File: config.mk
export PLATFORM = sky130hd
export DESIGN_NAME = pslt_front
export DESIGN_NICKNAME = d
export VERILOG_FILES = /design/src/sv/pslt_pkg.sv /design/src/sv/pslt_front.sv
export SDC_FILE = /design/constraint.sdc
export NUM_CORES = 1
export LEC_CHECK = 0
export BUFFER_PORTS_ARGS = -buffer_cell sky130_fd_sc_hd__buf_2
export CAP_MARGIN = 10
export CORE_MARGIN = 1
export CORE_UTILIZATION = 30
export DETAILED_ROUTE_END_ITERATION = 7
export GPL_TIMING_DRIVEN = 0
export PLACE_DENSITY_LB_ADDON = 0.3
export SLEW_MARGIN = 20
export SYNTH_ARGS = -nofsm -noshare
export SYNTH_HDL_FRONTEND = slang
export SYNTH_SLANG_ARGS = --single-unit
File: constraint.sdc
create_clock -name i_clk -period 8.3 [get_ports i_clk]
set_clock_uncertainty 0.1 [all_clocks]
set_input_delay 0.415 -clock i_clk [delete_from_list [all_inputs] [get_ports i_clk]]
set_output_delay 0.415 -clock i_clk [all_outputs]
set_load 0.005 [all_outputs]
File: src/sv/pslt_pkg.sv
// ============================================================================
// pslt_pkg
// Shared types, constants and helpers of the per-peer sequence loss tracker.
// ============================================================================
package pslt_pkg;

    localparam int TableEntriesDef = 32;
    localparam int ReportMax       = 32;
    localparam logic [31:0] MaxGapReset = 32'd10000;

    typedef struct packed {
        logic        is_report;
        logic [31:0] node_id;
        logic [31:0] seq;
        logic [15:0] evm;
    } t_item;

    typedef enum logic [2:0] {
        S_IDLE,
        S_LOOK,
        S_DIST,
        S_UPD,
        S_SCAN,
        S_PICK,
        S_FETCH,
        S_CLR
    } t_state;

    // EVM sample strictly above zero
    function automatic logic evm_pos(input logic [15:0] v);
        evm_pos = !v[15] && (v != 16'd0);
    endfunction

    // Saturating 32-bit add
    function automatic logic [31:0] sat_add(input logic [31:0] a, input logic [31:0] b);
        logic [32:0] s;
        s = {1'b0, a} + {1'b0, b};
        sat_add = s[32] ? 32'hFFFF_FFFF : s[31:0];
    endfunction

endpackage

File: src/sv/pslt_front.sv
// ============================================================================
// pslt_front
// Input stage: accepts beats, classifies them and queues them for the engine.
// ============================================================================
module pslt_front (
    input  logic                 i_clk,
    input  logic                 i_rst_n,
    input  logic                 i_valid,
    output logic                 o_ready,
    input  logic                 i_operation,
    input  logic [31:0]          i_node_id,
    input  logic [31:0]          i_seq,
    input  logic signed [15:0]   i_evm,
    output logic                 o_q_valid,
    output pslt_pkg::t_item      o_q_item,
    input  logic                 i_q_pop
);

    pslt_pkg::t_item r_mem [2];
    logic            r_wp;
    logic            r_rp;
    logic [1:0]      r_cnt;
    logic            push;
    logic            pop;
    pslt_pkg::t_item item;

    // Classify the incoming beat
    always_comb begin
        item.is_report = i_operation;
        item.node_id   = i_node_id;
        item.seq       = i_seq;
        item.evm       = i_evm;
    end

    assign o_ready   = (r_cnt != 2'd2);
    assign push      = i_valid && o_ready;
    assign o_q_valid = (r_cnt != 2'd0);
    assign pop       = i_q_pop && o_q_valid;
    assign o_q_item  = r_mem[r_rp];

    // Store payload
    always_ff @(posedge i_clk) begin
        if (push) begin
            r_mem[r_wp] <= item;
        end
    end

    // Advance pointers and fill count
    always_ff @(posedge i_clk) begin
        if (!i_rst_n) begin
            r_wp  <= 1'b0;
            r_rp  <= 1'b0;
            r_cnt <= 2'd0;
        end else begin
            if (push) begin
                r_wp <= ~r_wp;
            end
            if (pop) begin
                r_rp <= ~r_rp;
            end
            r_cnt <= r_cnt + {1'b0, push} - {1'b0, pop};
        end
    end

endmodule

After elaboration in Yosys (flattened, before gate mapping)
Memory sizes are Yosys's and may differ from the RTL's. A register that Yosys moved wholly into a read port is not among the register bits.
Index checks and enable logic that the tools add are counted.

word-level totals
  bits in latches = 0
  memories = 1
  bits of input ports = 85
  bits in writable memories = 162
  memory bits (read-only) = 0
  output and inout bits = 83
  register bits after elaboration = 4
  word-level logic and storage cells = 16

memory list
  memory  depth  width  read ports  clocked after memory_dff  write ports  RTL line          RTL
  r_mem   2      81     1           1                         1            pslt_front.sv:19  pslt_pkg::t_item r_mem [2];

cells by class
  multiplexer cells = 4
  shift operators = 0
  add/subtract/negate cells = 2
  reduce and logical (&&, ||, !) cells = 3
  equal/unequal tests = 1
  multipliers = 0
  order comparisons = 0
  divide/modulo/power cells = 0
  bitwise operators = 2

operators with widths
  operator            number
  $mux 1              4
  $add 2x1->2         1
  $logic_and 1x1->1   2
  $ne 2x2->1 const B  1
  $not 1->1           2
  $reduce_bool 2->1   1
  $sub 2x1->2         1

Logic depth before layout (Yosys ltp)
  depth after elaboration = 4
  gate-level depth with buffers = 8
  mapped depth without buffers = 8

Worst setup path before layout
Ideal clock, no wire load.

  path type = register to register
  start point = reg r_cnt[0]
  end point = mem r_mem[0][0] in the netlist's numbering, enable pin
  required time = 7.679 ns
  arrival time = 3.984 ns
  buffers on the path = 0
  slack = 3.695 ns
  cell stages (with the launch flop) = 4
  cells stage by stage = dfxtp_1 > nand2b_1 > nand2_1 > nor2_1

on the way
  longest elaborated chain between the ends = 4

ends and longest elaborated chain
  what                          RTL line          RTL
  start, declared               pslt_front.sv:22  logic [1:0] r_cnt;
  start signal, assigned        pslt_front.sv:61  r_cnt <= r_cnt + {1'b0, push} - {1'b0, pop};
  $ne 2x2->1                    pslt_front.sv:35  assign o_ready = (r_cnt != 2'd2);
  net o_ready                   pslt_front.sv:9   output logic o_ready,
  $logic_and 1x1->1             pslt_front.sv:36  assign push = i_valid && o_ready;
  $mux 1                        pslt_front.sv:43  if (push) begin
  $mux 1 (implied by the code)  pslt_front.sv:44  r_mem[r_wp] <= item;
  end, declared                 pslt_front.sv:19

The timed path passes the listed nets, and every way through them passes these cells.

Worst setup path after layout
  start point = reg r_cnt[0]
  end point = mem r_mem[0][46] in the netlist's numbering, enable pin

on the way
  longest elaborated chain between the ends = 4

ends and longest elaborated chain
  what                          RTL line
  $ne 2x2->1                    pslt_front.sv:35
  $logic_and 1x1->1             pslt_front.sv:36
  $mux 1                        pslt_front.sv:43
  $mux 1 (implied by the code)  pslt_front.sv:44

Every way passes these cells.

==> flow_summary.toml <==
[grt]
grt_use_total_pct = 10.7
grt_pass1_wl_um = 17300
antenna_found_initial = 0
grt_pass1_vias = 3303
grt_max_degree = 48
grt_overflow_total = 0

[yosys]
syn_area_um2 = 6480
synth_top_cell_by_area = "edfxtp_1"
synth_seq_area_share_pct = 76.6
synth_area_leaders = "edfxtp_1, mux2_4, buf_12"
synth_warnings = 0
yosys.area.top_type_share_pct = 75.0
post_synth_num_cell_types = 18
netlist_instances = 276
syn-num-nets = 363
synth_seq_cells = 167
avgSynthCellArea_um2 = 23.5

[setup_path]
crit_required_ns = 8.32
path_class = "flip-flop to flip-flop"
rr_startpoint = "r_cnt[0]"
cpMostUsedCell = "buf_16"
cp-startpoint = "r_cnt[0]"
crit_fanout = 18
cp_top_family = "simple AND/OR/NAND/NOR gates"
slowest_stage = "nor2_4"
cp-end-kind = "flip-flop"
slowest_delay_ns = 0.47
path_buf_inv = 3
crit_chain = "nand2b_1 -> nand2_1 -> nor2_4 -> buf_16 -> buf_16 -> buf_16"
crit_path_start_kind = "flip-flop"
crit_arrival_ns = 2.18
r2r_slack_ns = 6.13

[timing]
period_share_pct = 26.1
finalSetupViolCount = 0
slew_headroom_pct = 52.0
worst_slew_pin_slew_ns = 0.720
finalCriticalPeriod_ns = 2.17
rsz0062_at_grt = "false"
fmax_mhz = 461
drv_slew = 0
totalNegativeSetupSlack_ns = 0
setup_ws_ns = 6.13
hold_viol = 0

[cts]
clockBufferDepth = 2
ctsResizeCount = 0
cts_htree_levels = 4
cts-root-buf = "clkbuf_16"
cts.hold.buffers_added = 0
cts_setup_buffers = 0
cts_tree = "yes"
numClockSinks = 167
clock_latency_ns = 0.41
clk_pin_slew_ns = 0.06
cts_buffers = 17

[placed_design]
port_buffers = 167
dp_hpwl_um = 8080
place.gp.congestion = 0.674
dp_slack_ns = 6.09

[die]
start_util_pct = 30.7
die_w_um = 149
coreArea_um2 = 21100
die_h_um = 149
rows = 53
die_area_um2 = 22200
ios = 168

[cells_and_area]
final_common_cell = "buf_2"
final_nets = 554
antenna_cells = 0
drive_gt1_share_pct = 61.5
syn_to_final_growth_pct = 28.9
final_cell_mix = "buf_2, edfxtp_1, mux2_4"
nFillCells = 1965

[worst_hold_path]
holdCritStartpoint = "i_evm[9]"
hp-class = "primary input to flip-flop"

[power]
vdd_drop_max_v = 0.000135
powerDensity_nw_per_um2 = 297
leakagePower_nw = 3.25

[drt]
drcViolationCount = 0
via_per_inst = 4.20
wl_per_cell_um = 15.6
ant_nets = 0
drtPass1Iterations = 4
routed_wl_um = 11700
drt-initial-drc-count = 144
vias = 3174

[outcome]
status = "completed"

[job]
drv_cap = 0
-- metal layers --
metal  wire length, µm  GRT usage, %  vias to the layer above
li1                  -             -                     1476
met1              4920          12.3                     1586
met2              6000          18.1                      106
met3               709          3.85                        6
met4               114          4.34                        0
met5                 0             0                        -
-- final timing paths --
kind,depth (start not counted),endpoint
max,6,r_mem[0][46]
min,1,r_mem[1][9]
max reg2reg,6,r_mem[0][46]
min reg2reg,2,r_wp
-- final cells by class --
type	instances	area, µm²	share of cell area (%)
multi-input combinational	99	1360	16.2
timing repair buffer	172	966	11.6
clock buffer	18	429	5.13
clock inverter	14	124	1.48
sequential	167	4960	59.4
tap	275	344	4.12
inverter	1	3.75	0.0449
buffer	9	171	2.05
-- sequential cells by signal, summed over array words and instances, names as in the netlist, named ones only --
register	count
r_wp	1
r_mem	162
r_rp	1
r_cnt	2
-- synthesized netlist by cell type --
library cell and count:
buf_12 8, dfxtp_1 5, buf_6 1, o21a_1 1
edfxtp_1 162, mux2i_1 1, xnor2_1 3, and3_1 1
inv_1 1, mux2_4 80, mux2_2 1, ha_1 2
nand2b_1 2, nor2b_1 2, and2_1 2, nor2_1 1
or2_2 1, nand2_1 2
-- through the flow --
step | hold WS [ns] | cell area [µm²] | util [%] | total power [mW] | std cells
final | 0.0900 | 8360 | 39.6 | 2.49 | 755
after global routing | 0.0550 | 8360 | 39.6 | 2.61 | 755
after CTS | 0.0581 | 8360 | 39.6 | 2.54 | 755
after detailed placement | 0.425 | 7800 | 37.0 | 1.79 | 723
after global placement | 0.366 | 7660 | 36.3 | 1.76 | 718
after floorplan | 0.355 | 6480 | - | 1.53 | 276
-- logic make-up (layout without fill, tap and decap cells) --
logic type,count (synthesis),after routing,share of synthesized area (%)
buffers and inverters,10,214,2.70
flip-flops,167,167,76.6
AND/OR/NAND/NOR,11,11,0.946
XOR/XNOR,3,3,0.405
multiplexers,82,82,18.9
adder cells (fa/ha/maj),2,2,0.386
AO/OA/AOI/OAI,1,1,0.116
-- power by group --
group	internal (mW)	switching [mW]
combinational	0.384	0.282
sequential	1.06	0.0287
clock	0.415	0.320
total	1.86	0.630
No activity file was read; power rests on OpenSTA's default activity.
